[src/rtl/assert_macros.svh]
// assertion macros included by the rtl parser
`ifndef ASSERT_MACROS_SVH
`define ASSERT_MACROS_SVH

// same-cycle implication, disabled while reset is held
`define ASSERT_IMPLIES(label, clk, rst_n, ante, cons) \
    label: assert property (@(posedge clk) disable iff (!rst_n) (ante) |-> (cons)) \
        else $error("implication check failed");

// next-cycle implication, disabled while reset is held
`define ASSERT_NEXT(label, clk, rst_n, ante, cons) \
    label: assert property (@(posedge clk) disable iff (!rst_n) (ante) |=> (cons)) \
        else $error("next-cycle check failed");

`endif

[src/rtl/ffsi_pkg.sv]
// shared types, constants and helper function of the sequence file indexer
package ffsi_pkg;

    localparam int OFFSET_BITS    = 32;
    localparam int COLUMN_BITS    = 16;
    localparam int LINE_BITS      = 32;
    localparam int BAL_BITS       = 16;
    localparam int TDATA_BITS     = 96;
    localparam int TUSER_BITS     = 2;
    localparam int CFG_INDEX_BITS = 1;

    localparam logic [7:0] CHAR_NEWLINE = 8'd10;
    localparam logic [7:0] CHAR_SPACE   = 8'h20;
    localparam logic [7:0] CHAR_FASTA   = 8'h3E;
    localparam logic [7:0] CHAR_FASTQ   = 8'h40;
    localparam logic [7:0] CHAR_PLUS    = 8'h2B;

    localparam logic [7:0] QUAL_MIN_RESET = 8'd33;
    localparam logic [7:0] QUAL_MAX_RESET = 8'd74;

    localparam logic [CFG_INDEX_BITS-1:0] CFG_QUAL_MIN = 1'b0;
    localparam logic [CFG_INDEX_BITS-1:0] CFG_QUAL_MAX = 1'b1;

    localparam logic signed [BAL_BITS-1:0] BAL_MAX = {1'b0, {(BAL_BITS-1){1'b1}}};
    localparam logic signed [BAL_BITS-1:0] BAL_MIN = {1'b1, {(BAL_BITS-1){1'b0}}};

    typedef enum logic [1:0] {
        MODE_START,
        MODE_FASTA,
        MODE_FQSEQ,
        MODE_FQQUAL
    } t_mode;

    typedef enum logic [2:0] {
        ROLE_LSTART,
        ROLE_HEADER,
        ROLE_DNA,
        ROLE_QUAL,
        ROLE_SKIP
    } t_role;

    typedef enum logic [1:0] {
        KIND_ID,
        KIND_RECORD,
        KIND_ERROR
    } t_kind;

    typedef enum logic [1:0] {
        ERR_SEQ,
        ERR_QUAL,
        ERR_MALFORMED
    } t_err;

    typedef struct packed {
        logic [7:0] data_byte;
        logic       end_of_input;
    } t_item;

    typedef struct packed {
        logic            valid;
        t_kind           event_kind;
        logic [7:0]      id_byte;
        logic [31:0]     record_offset;
        logic            record_is_fastq;
        t_err            error_code;
        logic [31:0]     error_line;
        logic [15:0]     error_column;
    } t_event;

    function automatic logic is_dna(input logic [7:0] b);
        return b inside {"a", "c", "g", "t", "n", "A", "C", "G", "T", "N"};
    endfunction

endpackage

[src/rtl/ffsi_in_reg.sv]
// input register stage for incoming file bytes
module ffsi_in_reg (
    input  logic          i_clk,
    input  logic          i_rst_n,
    input  logic          i_valid,
    output logic          o_ready,
    input  ffsi_pkg::t_item i_item,
    input  logic          i_take,
    output logic          o_valid,
    output ffsi_pkg::t_item o_item
);
    import ffsi_pkg::*;

    logic  r_valid;
    t_item r_item;

    assign o_ready = !r_valid || i_take;
    assign o_valid = r_valid;
    assign o_item  = r_item;

    always_ff @(posedge i_clk) begin
        if (!i_rst_n) begin
            r_valid <= 1'b0;
        end else if (o_ready) begin
            r_valid <= i_valid;
        end
    end

    always_ff @(posedge i_clk) begin
        if (o_ready && i_valid) begin
            r_item <= i_item;
        end
    end

endmodule

[src/rtl/ffsi_parser.sv]
// record parser state and per-byte event logic
`include "assert_macros.svh"

module ffsi_parser (
    input  logic             i_clk,
    input  logic             i_rst_n,
    input  logic             i_step,
    input  ffsi_pkg::t_item  i_item,
    input  logic [7:0]       i_qual_min,
    input  logic [7:0]       i_qual_max,
    output ffsi_pkg::t_event o_event
);
    import ffsi_pkg::*;

    t_mode                       r_mode, n_mode;
    t_role                       r_role, n_role;
    logic                        r_id_open, n_id_open;
    logic [OFFSET_BITS-1:0]      r_offset, n_offset;
    logic [LINE_BITS-1:0]        r_line, n_line;
    logic [COLUMN_BITS-1:0]      r_col, n_col;
    logic signed [BAL_BITS-1:0]  r_bal, n_bal;
    logic                        r_halted, n_halted;

    logic [COLUMN_BITS-1:0] col_inc;
    logic [7:0]             b;
    t_role                  role_eff;
    logic                   hdr;
    logic                   err;
    t_err                   err_code;
    logic [15:0]            err_col;
    logic                   bal_up;
    logic                   bal_dn;

    assign b       = i_item.data_byte;
    assign col_inc = (r_col != '1) ? r_col + 1'b1 : r_col;

    always_ff @(posedge i_clk) begin
        if (!i_rst_n) begin
            r_mode    <= MODE_START;
            r_role    <= ROLE_LSTART;
            r_id_open <= 1'b0;
            r_offset  <= '0;
            r_line    <= LINE_BITS'(1);
            r_col     <= '0;
            r_bal     <= '0;
            r_halted  <= 1'b0;
        end else begin
            r_mode    <= n_mode;
            r_role    <= n_role;
            r_id_open <= n_id_open;
            r_offset  <= n_offset;
            r_line    <= n_line;
            r_col     <= n_col;
            r_bal     <= n_bal;
            r_halted  <= n_halted;
        end
    end

    always_comb begin
        n_mode    = r_mode;
        n_role    = r_role;
        n_id_open = r_id_open;
        n_offset  = r_offset;
        n_line    = r_line;
        n_col     = r_col;
        n_bal     = r_bal;
        n_halted  = r_halted;
        o_event   = '0;
        role_eff  = r_role;
        hdr       = 1'b0;
        err       = 1'b0;
        err_code  = ERR_MALFORMED;
        err_col   = 16'd1;
        bal_up    = 1'b0;
        bal_dn    = 1'b0;

        if (i_step && !r_halted) begin
            n_offset = r_offset + 1'b1;
            if (b != CHAR_NEWLINE) begin
                n_col = col_inc;
                if (r_role == ROLE_LSTART) begin
                    case (r_mode)
                        MODE_START: begin
                            if (b == CHAR_FASTA) begin
                                n_mode = MODE_FASTA;
                                hdr    = 1'b1;
                            end else if (b == CHAR_FASTQ) begin
                                n_mode = MODE_FQSEQ;
                                hdr    = 1'b1;
                            end else begin
                                err = 1'b1;
                            end
                        end
                        MODE_FASTA: begin
                            if (b == CHAR_FASTA) hdr = 1'b1;
                            else role_eff = ROLE_DNA;
                        end
                        MODE_FQSEQ: begin
                            if (b == CHAR_PLUS) begin
                                n_mode   = MODE_FQQUAL;
                                role_eff = ROLE_SKIP;
                            end else begin
                                role_eff = ROLE_DNA;
                            end
                        end
                        default: begin
                            if (b == CHAR_FASTQ && r_bal == '0) begin
                                n_mode = MODE_FQSEQ;
                                hdr    = 1'b1;
                            end else begin
                                role_eff = ROLE_QUAL;
                            end
                        end
                    endcase
                    if (hdr) begin
                        role_eff  = ROLE_HEADER;
                        n_id_open = 1'b1;
                    end
                    n_role = role_eff;
                end else if (r_role == ROLE_HEADER && r_id_open) begin
                    if (b == CHAR_SPACE) begin
                        n_id_open = 1'b0;
                    end else begin
                        o_event.valid      = 1'b1;
                        o_event.event_kind = KIND_ID;
                        o_event.id_byte    = b;
                    end
                end
                if (!err) begin
                    if (role_eff == ROLE_DNA && !is_dna(b)) begin
                        err      = 1'b1;
                        err_code = ERR_SEQ;
                        err_col  = 16'(col_inc);
                    end else if (role_eff == ROLE_QUAL &&
                                 (b < i_qual_min || b > i_qual_max)) begin
                        err      = 1'b1;
                        err_code = ERR_QUAL;
                        err_col  = 16'(col_inc);
                    end
                end
            end else begin
                case (r_role)
                    ROLE_LSTART: begin
                        if (r_mode == MODE_START) err = 1'b1;
                        else if (r_mode == MODE_FQSEQ) bal_up = 1'b1;
                        else if (r_mode == MODE_FQQUAL) bal_dn = 1'b1;
                    end
                    ROLE_HEADER: begin
                        o_event.valid           = 1'b1;
                        o_event.event_kind      = KIND_RECORD;
                        o_event.record_offset   = 32'(n_offset);
                        o_event.record_is_fastq = (r_mode == MODE_FQSEQ);
                    end
                    ROLE_DNA: begin
                        if (r_mode == MODE_FQSEQ) bal_up = 1'b1;
                    end
                    ROLE_QUAL: begin
                        bal_dn = 1'b1;
                    end
                    default: ;
                endcase
                if (bal_up && r_bal != BAL_MAX) n_bal = r_bal + BAL_BITS'(1);
                if (bal_dn && r_bal != BAL_MIN) n_bal = r_bal - BAL_BITS'(1);
                if (r_line != '1) n_line = r_line + 1'b1;
                n_col     = '0;
                n_role    = ROLE_LSTART;
                n_id_open = 1'b0;
            end

            if (err) begin
                o_event              = '0;
                o_event.valid        = 1'b1;
                o_event.event_kind   = KIND_ERROR;
                o_event.error_code   = err_code;
                o_event.error_line   = 32'(r_line);
                o_event.error_column = err_col;
                n_halted             = 1'b1;
            end else if (i_item.end_of_input) begin
                n_mode    = MODE_START;
                n_role    = ROLE_LSTART;
                n_id_open = 1'b0;
                n_offset  = '0;
                n_line    = LINE_BITS'(1);
                n_col     = '0;
                n_bal     = '0;
                n_halted  = 1'b0;
            end
        end
    end

    `ASSERT_NEXT(a_error_halts, i_clk, i_rst_n,
        o_event.valid && o_event.event_kind == KIND_ERROR, r_halted)
    `ASSERT_IMPLIES(a_halted_silent, i_clk, i_rst_n, r_halted, !o_event.valid)
    `ASSERT_NEXT(a_line_advance, i_clk, i_rst_n,
        i_step && !r_halted && b == CHAR_NEWLINE && !i_item.end_of_input &&
        !o_event.valid && r_line != '1 && r_role != ROLE_LSTART,
        r_line == $past(r_line) + 1'b1)

endmodule

[src/rtl/fasta_fastq_stream_indexer.sv]
// top level of the sequence file indexer: config registers, stages and result register
//
// Usage: file bytes enter on the s_axis channel, one byte per transfer, with
// s_axis_tlast marking the final byte of a file. Results leave on m_axis: the
// event kind travels in m_axis_tuser, the remaining fields in m_axis_tdata.
// A byte produces at most one result: an identifier byte, a record start with
// the offset just after the header newline, or an error, after which the block
// swallows bytes silently until reset. The quality range is set through the
// cfg write channel (index 0 lowest, index 1 highest quality byte); the user
// must write it only while no byte is in flight, which the block does not
// enforce. o_cfg_ready is always high. Throughput is one byte per cycle while
// m_axis_tready is high. A byte accepted into the input register is parsed
// from there; its result enters the output register when the parser takes it.
// Reset (synchronous, active low) clears the parser to the start of a file and
// loads the default quality range 33 to 74. When m_axis_tready is low and the
// output register holds a result, an empty input register still takes one
// byte, then s_axis_tready stays low until the result transfer completes.
module fasta_fastq_stream_indexer (
    input  logic                                 i_clk,
    input  logic                                 i_rst_n,
    input  logic                                 s_axis_tvalid,
    output logic                                 s_axis_tready,
    input  logic [7:0]                           s_axis_tdata,  // data_byte
    input  logic                                 s_axis_tlast,  // end_of_input
    output logic                                 m_axis_tvalid,
    input  logic                                 m_axis_tready,
    // id_byte, record_offset, record_is_fastq, error_code, error_line, error_column, pad
    output logic [ffsi_pkg::TDATA_BITS-1:0]      m_axis_tdata,
    output logic [ffsi_pkg::TUSER_BITS-1:0]      m_axis_tuser,  // event_kind
    input  logic                                 i_cfg_valid,
    output logic                                 o_cfg_ready,
    input  logic [ffsi_pkg::CFG_INDEX_BITS-1:0]  i_cfg_index,
    input  logic [7:0]                           i_cfg_data
);
    import ffsi_pkg::*;

    logic [7:0] r_qual_min;
    logic [7:0] r_qual_max;
    logic       r_out_valid;
    t_event     r_out;

    t_item  in_item;
    t_item  stage_item;
    logic   stage_valid;
    logic   take;
    t_event ev;

    assign in_item.data_byte    = s_axis_tdata;
    assign in_item.end_of_input = s_axis_tlast;
    assign take                 = stage_valid && (!r_out_valid || m_axis_tready);
    assign o_cfg_ready          = 1'b1;

    ffsi_in_reg u_in_reg (
        .i_clk   (i_clk),
        .i_rst_n (i_rst_n),
        .i_valid (s_axis_tvalid),
        .o_ready (s_axis_tready),
        .i_item  (in_item),
        .i_take  (take),
        .o_valid (stage_valid),
        .o_item  (stage_item)
    );

    ffsi_parser u_parser (
        .i_clk      (i_clk),
        .i_rst_n    (i_rst_n),
        .i_step     (take),
        .i_item     (stage_item),
        .i_qual_min (r_qual_min),
        .i_qual_max (r_qual_max),
        .o_event    (ev)
    );

    always_ff @(posedge i_clk) begin
        if (!i_rst_n) begin
            r_qual_min <= QUAL_MIN_RESET;
            r_qual_max <= QUAL_MAX_RESET;
        end else if (i_cfg_valid && o_cfg_ready) begin
            case (i_cfg_index)
                CFG_QUAL_MIN: r_qual_min <= i_cfg_data;
                CFG_QUAL_MAX: r_qual_max <= i_cfg_data;
                default: ;
            endcase
        end
    end

    always_ff @(posedge i_clk) begin
        if (!i_rst_n) begin
            r_out_valid <= 1'b0;
        end else if (take) begin
            r_out_valid <= ev.valid;
        end else if (m_axis_tready) begin
            r_out_valid <= 1'b0;
        end
    end

    always_ff @(posedge i_clk) begin
        if (take && ev.valid) begin
            r_out <= ev;
        end
    end

    assign m_axis_tvalid = r_out_valid;
    assign m_axis_tuser  = r_out.event_kind;
    assign m_axis_tdata  = {5'd0, r_out.error_column, r_out.error_line, r_out.error_code,
                            r_out.record_is_fastq, r_out.record_offset, r_out.id_byte};

endmodule

[config.mk]
export PLATFORM = sky130hd
export DESIGN_NAME = fasta_fastq_stream_indexer
export DESIGN_NICKNAME = d
export VERILOG_FILES = /design/src/rtl/ffsi_pkg.sv /design/src/rtl/ffsi_in_reg.sv /design/src/rtl/ffsi_parser.sv /design/src/rtl/fasta_fastq_stream_indexer.sv
export VERILOG_INCLUDE_DIRS = /design/src /design/src/rtl
export SDC_FILE = /design/constraint.sdc
export NUM_CORES = 1
export LEC_CHECK = 0
export ABC_AREA = 1
export ABC_CLOCK_PERIOD_IN_PS = 25000
export BUFFER_PORTS_ARGS = -buffer_cell sky130_fd_sc_hd__buf_2
export CAP_MARGIN = 20
export CORE_MARGIN = 2
export CORE_UTILIZATION = 30
export CTS_CLUSTER_SIZE = 25
export DETAILED_ROUTE_END_ITERATION = 16
export PLACE_DENSITY = 0.5
export SETUP_SLACK_MARGIN = 0.4
export SYNTH_ARGS = -nofsm -noshare
export SYNTH_HDL_FRONTEND = slang
export SYNTH_HIERARCHICAL = 1
export SYNTH_SLANG_ARGS = --single-unit
[constraint.sdc]
create_clock -name i_clk -period 25 [get_ports i_clk]
set_clock_uncertainty 0.1 [all_clocks]
set_input_delay 3.75 -clock i_clk [delete_from_list [all_inputs] [get_ports i_clk]]
set_output_delay 3.75 -clock i_clk [all_outputs]
set_load 0.05 [all_outputs]
* After elaboration in Yosys (flattened, before gate mapping)
Index checks and enable logic that the tools add are counted.
** Word-level totals
- Register bits after elaboration :: 223
- Bits in latches :: 0
- Memory bits (writable) :: 0
- ROM bits :: 0
- Bits of input ports :: 23
- Output and inout port bits :: 101
- Logic and storage cells :: 192
- Memories kept :: 0
** Cells by class
- Add/sub/neg operators :: 5
- Multipliers :: 0
- Div/mod/pow operators :: 0
- Magnitude comparators :: 2
- Equal/unequal tests :: 27
- Shift operators :: 0
- Multiplexer cells :: 96
- Bitwise gates (word level) :: 6
- Reduce and logical (&&, ||, !) cells :: 32
** Operator list (number)
- two-way mux 16 bit :: 13
- two-way mux 32 bit :: 6
- two-way mux 94 bit :: 2
- equality test 8 x 7 -> 1 bit (second input constant) :: 11
- two-way mux 33 bit :: 2
- adder 32 x 1 -> 32 bit (second input constant) :: 2
- inequality test 16 bit (second input constant) :: 3
- two-way mux 1 bit :: 40
- two-way mux 3 bit :: 12
- two-way mux 11 bit :: 3
- inequality test 32 bit (second input constant) :: 1
- equality test 8 x 6 -> 1 bit (second input constant) :: 3
- two-way mux 2 bit :: 12
- adder 16 x 1 -> 16 bit (second input constant) :: 1
- adder 16 x 2 -> 16 bit (second input constant) :: 1
- logical NOT 16 bit :: 1
- subtractor 16 x 2 -> 16 bit (second input constant) :: 1
- equality test 3 x 2 -> 1 bit (second input constant) :: 4
- logical AND 1 bit :: 10
- nonzero test 10 bit :: 1
- one-hot mux 3 bit (3 select lines) :: 1
- greater-than comparator 8 bit :: 1
- less-than comparator 8 bit :: 1
- two-way mux 8 bit :: 1
- other kinds (18) :: 35

* Depth between registers and ports, before layout
Gate-level depths: netlist (run 1).
- Word-level depth :: 21
- Mapped depth :: 20
- Mapped depth without buffers :: 19

* By module
The synthesis (run 1) kept the hierarchy.
** By module, submodules not included
- ffsi_parser :: instances 1, cells each 1177, area each 7284.5 um^2, seq. area each 2062.0 um^2
- fasta_fastq_stream_indexer :: instances 1, cells each 196, area each 3525.9 um^2, seq. area each 3133.0 um^2
- ffsi_in_reg :: instances 1, cells each 16, area each 321.6 um^2, seq. area each 290.3 um^2

* Worst setup path after synthesis (run 1)
No wires, ideal clock.
- Path kind :: input port to flip-flop
- Start :: input port m_axis_tready
- End :: register r_out, in the netlist m_axis_tdata[0], enable pin
- Library setup time :: 0.659 ns
- Arrival time :: 10.893 ns
- Path slack :: 13.348 ns
- Cell stages on the path :: 10
- Path buffers :: 0
- Path through :: inv_1 > nand2_1 > inv_1 > nor2_1 > nand2_1 > clkinv_1 > o21ai_0 > inv_1 > inv_1 > nor3_1
** RTL lines
- from (decl) :: line fasta_fastq_stream_indexer.sv:26 : input logic m_axis_tready,
- to (signal assigned) :: line fasta_fastq_stream_indexer.sv:99 : r_out <= ev;
- to (decl) :: line fasta_fastq_stream_indexer.sv:40 : t_event r_out;

* Worst setup path after layout (run 1)
- Start :: input port m_axis_tready
- End :: output port s_axis_tready
** On the way
- Cells in the longest elaborated chain, start to end :: 3
** RTL lines
- logical OR 1 bit :: line fasta_fastq_stream_indexer.sv:50 : assign take = stage_valid && (!r_out_valid || m_axis_tready);
- logical AND 1 bit :: line fasta_fastq_stream_indexer.sv:50
- net take :: line fasta_fastq_stream_indexer.sv:45 : logic take;
- logical OR 1 bit :: line ffsi_in_reg.sv:17 : assign o_ready = !r_valid || i_take;
- to (decl) :: line fasta_fastq_stream_indexer.sv:22 : output logic s_axis_tready,
The timed path passes the listed nets, and every way through them passes these cells.

==> flow_summary.toml, run 1 <==
[global_routing]
grt_max_degree = 74
grt_pass1_wl_um = 42900
grt-ovfl-total = 0
antenna_found_initial = 0
grt_pass1_vias = 8642
grtUsageTotal = 0.137

[hold_path]
hold_depth = 2
min_from = "u_parser/r_col[14]$_SDFFE_PN0P_"
hold_end = "u_parser/r_col[14]$_SDFFE_PN0P_"
hp-class = "register to register"

[setup_path]
rr_worst_depth = 17
r2r_slack_ps = 20320
critPathLaunchType = "input port"
crit_path_max_fanout = 2
regToRegStartpoint = "u_in_reg/o_item[4]$_DFFE_PP_"
r2r-end = "m_axis_tdata[68]$_DFFE_PP_"
end_kind = "output port"
arrival_ps = 4550
cp.required_ps = 21150
worstSetupPathType = "input port to output port"

[detailed_routing]
drcViolationCount = 0
viasPerCell = 4.50
drt.antenna.violating_nets = 0
totalWireLength_um = 26700
first_pass_iters = 4
wire_per_inst_um = 13.5
num_vias = 8914
drt_iter0_drc = 372

[yosys]
synth_edf_count = 102
yosysUniqueCellTypes = 52
yosysWarnings = 6
yosys.area.top_type = "edfxtp_1"
synth-seq-cells = 223
netlist_area_sq_mm = 0.0111
async_reset_ff_frac = 0
synth_cells = 1389
avgSynthCellArea_sq_um = 8.01
ys_seq_area_frac = 0.493
synthFlopType = "dfxtp_1"
ys_top_cells_by_area = "edfxtp_1 (28%), dfxtp_1 (22%), nand2_1 (9.4%)"
synth_top_area_frac = 0.275

[job]
max-cap-violations = 0

[clock_tree]
clock_latency_ps = 540
numClockSinks = 223
cts_tree = "built"
cts.path.max_buffers = 3
cts_root_buf = "clkbuf_16"
cts_buffers = 26
holdBufCountCts = 0
clkTransAtPathRegs_ps = 60
cts_resized = 0
post_cts.repair.setup_buffers = 0
cts_max_level = 1

[cells_and_area]
layout-drive-gt1-share = 0.131
areaGrowthSynthToFinish_pct = 15.7
fin_nets = 1538
fin_cells = 1982
antenna_cells = 0

[floorplanning]
fp.dieW_um = 197
die_area_sq_mm = 0.0387
initial_core_util = 0.304
core_sq_mm = 0.0366
io_pins = 124
placementRows = 70
die_h_um = 197

[sta]
fin_ws_ps = 16600
worst_pin_slew_ps = 1040
finalCritPeriodShare = 0.336
slew_headroom = 0.302
finalCriticalPeriod_ps = 8400
hold_viol = 0
setup-tns-final_ps = 0
rsz0062_at_grt = "no"
fmax_mhz = 119
finalSetupViolations = 0
slew_viol_final = 0

[place]
port_buffers = 117
gp_congestion = 0.838
dp_cells = 1934
dp_hpwl_um = 18500
place_ws_ps = 16610

[power_and_ir_drop]
ir_drop_uv = 37.5
leakage_nw = 5.09
power_density_mw_per_mm2 = 62.8

[outcome]
status = "completed"
worst max-delay path, cell delays in order:
cell and delay [ps]:
buf_2 80, inv_1 30, nand2_1 60, inv_1 60, nor2_1 180, inv_2 70
nand2_2 70, buf_2 260
state kept, by name (all words and copies together) (netlist names), 2 cells and up:
signal / cells
u_parser/r_mode: 2
u_parser/r_bal: 16
u_parser/r_offset: 32
u_parser/r_role: 3
u_parser/r_col: 16
m_axis_tdata: 91
r_qual_max: 8
u_parser/r_line: 32
m_axis_tuser: 2
r_qual_min: 8
u_in_reg/o_item: 9
where the power goes:
group | total [mW] | internal (mW) | switching, mW
Combinational | 0.0477 | 0.0111 | 0.0367
Sequential | 0.391 | 0.386 | 0.00441
Clock | 0.370 | 0.221 | 0.150
area by class of cell:
type,instances,area (sq um)
inverters,186,703
clock inverters,9,70.1
repair buffers,121,616
flip-flops and latches,223,5490
well taps,468,586
clock buffers,39,766
fillers,3842,23700
multi-input cells,936,4650
synthesized netlist by cell type, types with 6 or more instances:
cell type and count:
a21oi_1 59, buf_2 10, buf_4 8, buf_6 12, clkbuf_1 16, dfxtp_1 121
edfxtp_1 102, ha_1 21, inv_1 177, inv_2 6, nand2_1 279, nand2_2 8
nand3_1 60, nand4_1 16, nor2_1 265, nor2_2 8, nor3_1 48, nor4_1 8
o21ai_0 39, o21ai_1 6, xnor2_1 10, xor2_1 64
cell families (layout without fill, tap and decap cells):
logic type	after synthesis	after routing	share of synthesized area
adder cells (fa/ha/maj)	21	21	0.0236
AND/OR/NAND/NOR	710	710	0.272
AO/OA/AOI/OAI	125	125	0.0613
other	2	6	0.000675
XOR/XNOR	74	74	0.0582
flip-flops	223	223	0.493
buffers and inverters	234	355	0.0914
stage by stage:
| stage | hold slack (ps) | cell area [sq um] | power (mW) | util |
|---|---|---|---|---|
| after floorplan | 335 | 11100 | 0.436 | - |
| after global placement | 354 | 12000 | 0.446 | 0.329 |
| after detailed placement | 358 | 12000 | 0.447 | 0.329 |
| after CTS | 367 | 12900 | 0.823 | 0.352 |
| after global routing | 391 | 12900 | 0.841 | 0.352 |
| final | 368 | 12900 | 0.809 | 0.352 |
per-layer routing:
layer / vias to the layer above / GRT usage / part of all wire
met5: - / 0 / 0
met4: 0 / 0.0390 / 0.019
met3: 40 / 0.0216 / 0.041
met2: 150 / 0.228 / 0.45
met1: 4087 / 0.183 / 0.49
li1: 4637 / - / -
cell usage in the layout, fill, tap and decap left out, drive strengths merged, types with 21 or more instances in the layout:
cell type and instances:
dfxtp 121, edfxtp 102, inv 183, nor2 274, buf 121, nand3 62
clkbuf 39, nor3 51, ha 21, a21oi 60, xor2 64, nand2 289
o21ai 46
how the worst max path moves through the flow:
| stage | slack (ps) | from | end | cells past startpoint |
|---|---|---|---|---|
| 2_1_floorplan | 13350 | m_axis_tready | m_axis_tdata[0]$_DFFE_PP_ | 10 |
| 3_3_place_gp | 16590 | m_axis_tready | s_axis_tready | 8 |
| 6_report | 16600 | m_axis_tready | s_axis_tready | 8 |
| 4_1_cts | 16600 | m_axis_tready | s_axis_tready | 8 |
| 5_1_grt | 16520 | m_axis_tready | s_axis_tready | 8 |
| 3_5_place_dp | 16610 | m_axis_tready | s_axis_tready | 8 |
Power figures use the tool's default switching activity.
==> inputs of run 2 (changes only) <==
- ABC_CLOCK_PERIOD_IN_PS: 25000 -> 8230
- clock period: 25 -> 8.23 ns (I/O delays scaled with it)
==> flow_summary.toml, run 2 (synthesis results as in run 1) <==
[outcome]
status = "completed"

[sta]
finalCritPeriodShare = 0.478
rsz0062_at_grt = "no"
hold_viol = 0
finalCriticalPeriod_ps = 3930
worst_pin_slew_ps = 1020
fin_ws_ps = 4300
fmax_mhz = 254
setup-tns-final_ps = 0
slew_headroom = 0.320
finalSetupViolations = 0
slew_viol_final = 0

[floorplanning]
io_pins = 124
die_area_sq_mm = 0.0387
fp.dieW_um = 197
core_sq_mm = 0.0366
placementRows = 70
die_h_um = 197
initial_core_util = 0.304

[cells_and_area]
largest_reg_flops = 91
final_common_cell = "nand2_1"
fin_nets = 1539
fin_cells = 1983
layout_common_cells = "nand2_1 (278), nor2_1 (265), inv_1 (177)"
regArea_sq_mm = 0.00549
layout-drive-gt1-share = 0.135
areaGrowthSynthToFinish_pct = 16.5
multi_input_area_sq_mm = 0.00466
design_area_sq_mm = 0.0130
antenna_cells = 0
num-fill-cells = 3899

[setup_path]
startpoint = "u_in_reg/o_item[4]$_DFFE_PP_"
crit_path_max_fanout = 72
regToRegStartpoint = "u_in_reg/o_item[4]$_DFFE_PP_"
cp.required_ps = 8280
rr_worst_depth = 17
end_kind = "register"
r2r-end = "m_axis_tdata[28]$_DFFE_PP_"
endpoint = "m_axis_tdata[28]$_DFFE_PP_"
critPathLaunchType = "register"
arrival_ps = 3990
worstSetupPathType = "register to register"
r2r_slack_ps = 4300

[clock_tree]
cts_buffers = 26
cts.path.max_buffers = 3
cts_tree = "built"
post_cts.repair.setup_buffers = 0
cts_max_level = 1
holdBufCountCts = 0
clock_latency_ps = 540
cts_root_buf = "clkbuf_16"
clkTransAtPathRegs_ps = 60
numClockSinks = 223
cts_resized = 0

[place]
place_ws_ps = 2990
gp_congestion = 0.812
port_buffers = 117
dp_cells = 1934
postPlaceCellArea_sq_mm = 0.0120
dp_hpwl_um = 19000

[global_routing]
grtUsageTotal = 0.140
antenna_found_initial = 0
grt_pass1_vias = 8585
grt-ovfl-total = 0
grt_pass1_wl_um = 43700
grt_max_degree = 73

[detailed_routing]
drcViolationCount = 0
totalWireLength_um = 27100
first_pass_iters = 5
num_vias = 8955
drt_iter0_drc = 552
viasPerCell = 4.52
drt.antenna.violating_nets = 0
wire_per_inst_um = 13.7

[hold_path]
min_from = "u_parser/r_col[14]$_SDFFE_PN0P_"
hold_depth = 2
hp-class = "register to register"

[power_and_ir_drop]
pwr-share-seq = 0.473
leakage_nw = 5.14
switchingPower_mw = 0.577
power_density_mw_per_mm2 = 193
power_frac_comb = 0.058
p_int_mw = 1.93
ir_drop_uv = 128
sw_frac_of_total = 0.230
clkPwrFrac = 0.468

[job]
max-cap-violations = 0
[run 2: changes by cell type in the layout (fill, tap and decap cells not counted)]
cell,delta
nor3_4,+1
inv_6,+1
nor3_2,-1
clkinv_2,+1
clkbuf_1,-1
buf_16,+1
clkbuf_4,-1
clkbuf_8,+6
clkinvlp_4,-2
clkinv_1,-4
[run 2: final cells by class]
cell class / count / share of cell area
timing repair buffer: 122 / 0.0496
sequential: 223 / 0.423
multi-input combinational: 936 / 0.359
inverter: 186 / 0.0542
tap: 468 / 0.0452
clock inverter: 5 / 0.00415
clock buffer: 43 / 0.0646
[run 2: worst min path at each step]
stage                                 endpoint  slack, ps
6_report       u_parser/r_col[14]$_SDFFE_PN0P_        370
5_1_grt        u_parser/r_col[14]$_SDFFE_PN0P_        390
3_5_place_dp   u_parser/r_col[14]$_SDFFE_PN0P_        360
2_1_floorplan   u_parser/r_halted$_SDFFE_PN0P_        340
3_3_place_gp   u_parser/r_col[14]$_SDFFE_PN0P_        350
4_1_cts        u_parser/r_col[14]$_SDFFE_PN0P_        370
[run 2: layer usage]
metal	share of wire	track usage	vias to the layer above
li1	-	-	4649
met1	0.49	0.189	4113
met2	0.45	0.232	158
met3	0.044	0.0212	35
met4	0.020	0.0404	0
met5	0	0	-
[run 2: critical path, stage by stage, from the launching register on]
cell and delay, ps:
edfxtp_1 530, ha_1 370, nand2_1 70, o21ai_0 170, nand2_1 70, nand2_1 50
o21ai_0 70, nand2_1 100, nand4_1 130, nand2_1 80, nand2_1 40, buf_4 220
nand2_2 110, o21ai_0 110, inv_1 70, inv_1 70, nor3_4 330, buf_4 820
[run 2: power groups by stage]
stage | Combinational (mW) | Clock (mW) | Sequential (mW)
floorplan | 0.0908 | 0 | 1.23
global placement | 0.146 | 0 | 1.21
detailed placement | 0.148 | 0 | 1.21
CTS | 0.148 | 1.21 | 1.19
global route | 0.163 | 1.26 | 1.19
finish | 0.146 | 1.17 | 1.19
[run 2: through the flow]
stage	utilization	hold WS (ps)	power (mW)
2_1_floorplan	-	335	1.32
6_report	0.354	366	2.51
3_3_place_gp	0.329	354	1.36
4_1_cts	0.353	366	2.55
3_5_place_dp	0.329	357	1.36
5_1_grt	0.354	388	2.61
